<file path="src/rtl/mtbl_pkg.sv">
`default_nettype none

package mtbl_pkg;

    // Operation codes carried in the func field.
    localparam logic [2:0] FN_ALLOC  = 3'd0;
    localparam logic [2:0] FN_FREE   = 3'd1;
    localparam logic [2:0] FN_TICK   = 3'd2;
    localparam logic [2:0] FN_FETCH  = 3'd3;
    localparam logic [2:0] FN_RETURN = 3'd4;
    localparam logic [2:0] FN_CHECK  = 3'd5;

    // Result status codes.
    localparam logic [1:0] ST_OK     = 2'd0;
    localparam logic [1:0] ST_FULL   = 2'd1;
    localparam logic [1:0] ST_WAIT   = 2'd2;
    localparam logic [1:0] ST_UNUSED = 2'd3;

    // Port field widths.
    localparam int FUNC_W   = 3;
    localparam int SLOT_W   = 6;
    localparam int FIELD_W  = 24;
    localparam int STATUS_W = 2;
    localparam int S_DATA_W = 88;
    localparam int M_DATA_W = 32;

    // One item as it travels down the row of cells, with its result so far.
    typedef struct packed {
        logic [FUNC_W-1:0]   func;
        logic [SLOT_W-1:0]   slot;
        logic [FIELD_W-1:0]  amount;
        logic [FIELD_W-1:0]  rate;
        logic [FIELD_W-1:0]  burst;
        logic [STATUS_W-1:0] status;
        logic [SLOT_W-1:0]   slot_out;
        logic [FIELD_W-1:0]  tokens_out;
    } mtbl_item_t;

endpackage

`default_nettype wire

</file>
<file path="src/rtl/mtbl_cell.sv">
`default_nettype none

module mtbl_cell #(
    parameter int INDEX       = 0,
    parameter int TOKEN_WIDTH = 24
) (
    input  wire                      aclk,
    input  wire                      aresetn,
    input  wire                      advance,
    input  wire                      in_valid,
    input  wire mtbl_pkg::mtbl_item_t in_item,
    output logic                     out_valid,
    output mtbl_pkg::mtbl_item_t     out_item
);
    import mtbl_pkg::*;

    logic                   valid_reg;
    mtbl_item_t             item_reg;
    mtbl_item_t             item_next;
    logic                   in_use_reg;
    logic                   in_use_next;
    logic [TOKEN_WIDTH-1:0] rate_reg;
    logic [TOKEN_WIDTH-1:0] rate_next;
    logic [TOKEN_WIDTH-1:0] ceil_reg;
    logic [TOKEN_WIDTH-1:0] ceil_next;
    logic [TOKEN_WIDTH-1:0] tokens_reg;
    logic [TOKEN_WIDTH-1:0] tokens_next;

    logic                   hit;
    logic [TOKEN_WIDTH-1:0] amount_tw;
    logic [TOKEN_WIDTH:0]   add_sum;
    logic [TOKEN_WIDTH-1:0] add_sat;
    logic [TOKEN_WIDTH-1:0] grant;

    // This cell owns the bucket whose index equals INDEX.
    assign hit       = (32'(in_item.slot) == INDEX);
    assign amount_tw = TOKEN_WIDTH'(in_item.amount);

    // Shared saturating adder: the rate on tick, the amount on return.
    always_comb begin
        if (in_item.func == FN_TICK) begin
            add_sum = {1'b0, tokens_reg} + {1'b0, rate_reg};
        end else begin
            add_sum = {1'b0, tokens_reg} + {1'b0, amount_tw};
        end
        add_sat = (add_sum > {1'b0, ceil_reg}) ? ceil_reg : add_sum[TOKEN_WIDTH-1:0];
    end

    assign grant = (tokens_reg < amount_tw) ? tokens_reg : amount_tw;

    // Apply the passing item to this bucket and update its result.
    always_comb begin
        item_next   = in_item;
        in_use_next = in_use_reg;
        rate_next   = rate_reg;
        ceil_next   = ceil_reg;
        tokens_next = tokens_reg;
        if (in_valid) begin
            unique case (in_item.func)
                FN_ALLOC: begin
                    // The first free cell that sees a still-pending allocate takes it.
                    if (in_item.status == ST_FULL && !in_use_reg) begin
                        in_use_next        = 1'b1;
                        rate_next          = TOKEN_WIDTH'(in_item.rate);
                        ceil_next          = TOKEN_WIDTH'(in_item.burst);
                        tokens_next        = '0;
                        item_next.status   = ST_OK;
                        item_next.slot_out = SLOT_W'(INDEX);
                    end
                end
                FN_FREE: begin
                    if (hit && in_use_reg) begin
                        in_use_next      = 1'b0;
                        item_next.status = ST_OK;
                    end
                end
                FN_TICK: begin
                    if (in_use_reg) begin
                        tokens_next = add_sat;
                    end
                end
                FN_FETCH: begin
                    if (hit && in_use_reg) begin
                        if (tokens_reg == '0) begin
                            item_next.status = ST_WAIT;
                        end else begin
                            item_next.status     = ST_OK;
                            item_next.tokens_out = FIELD_W'(grant);
                            tokens_next          = tokens_reg - grant;
                        end
                    end
                end
                FN_RETURN: begin
                    if (hit && in_use_reg) begin
                        item_next.status = ST_OK;
                        tokens_next      = add_sat;
                    end
                end
                FN_CHECK: begin
                    if (hit && in_use_reg) begin
                        item_next.status     = ST_OK;
                        item_next.tokens_out = FIELD_W'(tokens_reg);
                    end
                end
                default: begin
                    item_next = in_item;
                end
            endcase
        end
    end

    // Control state: item valid and bucket in-use flag.
    always_ff @(posedge aclk) begin
        if (!aresetn) begin
            valid_reg  <= 1'b0;
            in_use_reg <= 1'b0;
        end else if (advance) begin
            valid_reg  <= in_valid;
            in_use_reg <= in_use_next;
        end
    end

    // Payload and bucket contents.
    always_ff @(posedge aclk) begin
        if (advance) begin
            item_reg   <= item_next;
            rate_reg   <= rate_next;
            ceil_reg   <= ceil_next;
            tokens_reg <= tokens_next;
        end
    end

    assign out_valid = valid_reg;
    assign out_item  = item_reg;

endmodule

`default_nettype wire

</file>
<file path="config.mk">
export PLATFORM = sky130hd
export DESIGN_NAME = mtbl_cell
export DESIGN_NICKNAME = d
export VERILOG_FILES = /design/src/rtl/mtbl_pkg.sv /design/src/rtl/mtbl_cell.sv
export SDC_FILE = /design/constraint.sdc
export NUM_CORES = 1
export LEC_CHECK = 0
export BUFFER_PORTS_ARGS = -buffer_cell sky130_fd_sc_hd__buf_4
export CAP_MARGIN = 20
export CORE_AREA = 2 2 182 184
export CTS_CLUSTER_SIZE = 30
export DETAILED_ROUTE_END_ITERATION = 10
export DIE_AREA = 0 0 184 186
export GPL_TIMING_DRIVEN = 0
export PLACE_DENSITY = 0.65
export SLEW_MARGIN = 20
export SYNTH_ARGS = -nofsm -noshare
export SYNTH_HDL_FRONTEND = slang
export SYNTH_SLANG_ARGS = --single-unit
</file>
<file path="constraint.sdc">
create_clock -name aclk -period 6.9 [get_ports aclk]
set_input_delay 0.345 -clock aclk [delete_from_list [all_inputs] [get_ports aclk]]
set_output_delay 0.345 -clock aclk [all_outputs]
set_load 0.01 [all_outputs]
</file>
==> run metrics <==
CTS root buf=clkbuf_16; Yosys cell types=approximately 80; core area=about 32000 sq um; synth top area cells=edfxtp_1 (50%), ha_1 (11%), a21oi_1 (3.3%); TNS Setup=0 ns; Synth warnings=0; Cells after DPL=roughly 1600; DR WL met3=approximately 2.0 mm; drt via density=~5.2; sw power=around 850 uW; Setup Skew=roughly 0.016 ns; final slew viol count=0; Max Used Layer=met4; actual slew at the worst max-slew pin=between 1 and 1.5 ns; worst skew pair latency=0.45 ns; Critical Path AT=6.52 ns; WP data required=7.07 ns; Max-cap violations=0; # Post-CTS Setup Buffers=0; critical path buffer and inverter count=6; Max VDD drop=between 0.00015 and 0.0002 V; crit-path max FO=10; CP Capture Type=flip-flop; CTS tree=yes; Post-route DRC=0; CTS sink count=approximately 190; port bufs=230; Area Overhead vs Synth=26.1%; startpoint types=input pin; power after layout=3050 uW; switching share of power=between 20% and 30%; First DRT Iteration DRCs=471; average routed wire per standard cell=roughly 19 um; Crit Path Class=input pin to flip-flop; Layout Cells excl Fill=1652; ANT cells=0; gpl congestion=~0.9; # setup viols final=0; net count after synthesis=between 1000 and 1500; routed wire length=between 30 and 40 mm; M1 wire length=between 10 and 15 mm; Rows=66; Power Density=between 200 and 250 nW/um^2; Synth async-reset ratio=0%; largest net degree at the start of global routing=116; initial antenna violation count=0; EDFF count, synth=185; cell internal pwr=between 2000 and 2500 uW; Leakage Power=approximately 0.0058 uW; fin crit period=between 6 and 7 ns; Clock Tree Buf Depth=2; Fin Hold WS=~0.080 ns; CP max stage delay=0.50 ns; RSZ-0062 raised after global routing=no; family with the most delay on the worst path=compound AO/OA/AOI/OAI gates; max reg flops=113; Seq/Total Area, Yosys=about 50%; I/O pins=approximately 230; slowest CP cell=clkbuf_1; Via Count=8661; Comb pwr share=22.6%; Die Width=roughly 180 um; cts bufs inserted=17; syn avg cell area=11.3 sq um; met2 routed WL=around 15 mm; htree depth=4; first-pass GRT wire length=about 48 mm; Mapped Area=11100 sq um; Final Cycle Share=just over 90%; iteration count of the initial detailed-routing pass=4; Post-DRT Antenna Nets=0; nets@finish=1446; cts repair resizes=0; CTS clk-pin slew, worst paths=about 0.070 ns; Die Ht=~190 um; vias in the first global route=between 8000 and 9000; FF-to-FF setup slack=~1.6 ns; status=complete, no violations; share of layout cells above drive strength 1=about a quarter; GRT overflow=0; GRT Total Usage=18.6%; Yosys top cell area share=49.9%; Fin. Hold Viols=0; CTS Hold Bufs=0; DP HPWL=about 25 mm; Reg power frac=between 40 and 50%; slew margin rel.=between 30 and 40%; die area=about 34000 sq um; Post-Synthesis Cells=982; #FFs+latches synth=approximately 190; ys flop type=edfxtp_1; Max Freq=about 160 MHz; clock network fraction of total power=between 30 and 40%; Hold WC Path Type=input pin to flip-flop; Synth area leader=edfxtp_1; Starting Density=between 30% and 40%
power groups by stage:
stage	Clock [uW]	Sequential, uW	Combinational (uW)
after floorplan	0	1390	371
after global placement	0	1370	673
after detailed placement	0	1370	683
after CTS	1050	1340	686
after global routing	1080	1350	755
final	1020	1340	688
placed cells by master, fill, tap and decap left out, types with 9 or more instances in the layout:
cell type / netlist / routed
a21o_1: 20 / 20
nand3_1: 20 / 20
o21ai_1: 9 / 9
a21oi_1: 73 / 72
mux2i_2: 18 / 18
xnor2_1: 21 / 21
nand2_1: 70 / 70
and2_1: 10 / 10
o211ai_1: 9 / 9
a22o_1: 25 / 25
xor2_1: 14 / 14
clkbuf_1: 16 / 16
o21ai_0: 46 / 46
buf_4: 4 / 233
nor2_1: 71 / 70
o21a_1: 9 / 9
o22ai_1: 21 / 21
ha_1: 94 / 94
inv_1: 65 / 65
clkbuf_16: 0 / 17
nor3_1: 11 / 11
nand2b_1: 11 / 11
edfxtp_1: 185 / 185
a221o_1: 25 / 25
buf_2: 10 / 10
through the flow:
step	util (%)	setup WS, ns	area [sq um]
4_1_cts	43.6	0.621	14000
3_3_place_gp	41.5	0.157	13400
5_1_grt	43.6	0.209	14000
2_1_floorplan	-	1.73	11100
3_5_place_dp	41.7	0.141	13400
6_report	43.6	0.549	14000
cell type report:
type,count,area [sq um]
clock inverters,13,166
well taps,408,510
flip-flops and latches,187,5600
clock buffers,17,425
inverters,65,244
plain buffers,35,189
repair buffers,232,1780
multi-input cells,695,5120
fillers,3065,18200
Yosys cell counts, drive strengths merged (9+ instances only):
library cell  instances
ha                   94
a21o                 21
nand3                20
inv                  65
a22o                 25
nor3                 12
nand2                70
mux2i                24
o21a                 10
nand2b               12
o22ai                21
nor4                  9
o211ai               10
a21oi                73
clkbuf               16
and2                 10
o21ai                57
nor2                 71
a211oi               12
a221o                25
xnor2                21
xor2                 14
edfxtp              185
buf                  19
worst paths after layout:
path	start	depth (start not counted)	endpoint
worst min-delay path	in_item[62]	1	rate_reg[6]$_DFFE_PP_
worst max-delay path	in_item[111]	25	tokens_reg[3]$_DFFE_PP_
worst max register to register	rate_reg[0]$_DFFE_PP_	20	tokens_reg[3]$_DFFE_PP_
worst min register to register	out_valid$_SDFFE_PN0P_	2	out_valid$_SDFFE_PN0P_
worst register-to-register path: stages, from the launching register on:
cell,delay [ns]
edfxtp_1,0.39
mux2_2,0.31
ha_1,0.23
fa_1,0.44
a211oi_2,0.29
o211ai_2,0.18
a31o_1,0.24
a21o_1,0.19
a31oi_1,0.28
xnor2_1,0.20
ha_1,0.30
a21oi_1,0.14
o21ai_0,0.15
nor4_1,0.38
o211ai_1,0.17
a211oi_2,0.24
buf_4,0.22
buf_4,0.19
nor2_1,0.05
a21oi_1,0.27
o32ai_1,0.16
routing by layer:
metal  track usage, %  vias up
met5                0        -
li1                 -     4270
met2             30.1      290
met3             3.74       35
met4             6.53        0
met1             24.7     4066
kinds of logic (layout without fill, tap and decap cells):
logic type	count (synthesis)	in the layout	synth area share, %
fa+ha+maj	96	96	10.9
xor+xnor	35	35	2.75
simple gates	243	243	10.5
buf+inv	100	362	3.89
mux	27	27	3.10
flops	187	187	50.3
compound gates	294	294	18.5
No activity file was read; power rests on OpenSTA's default activity.
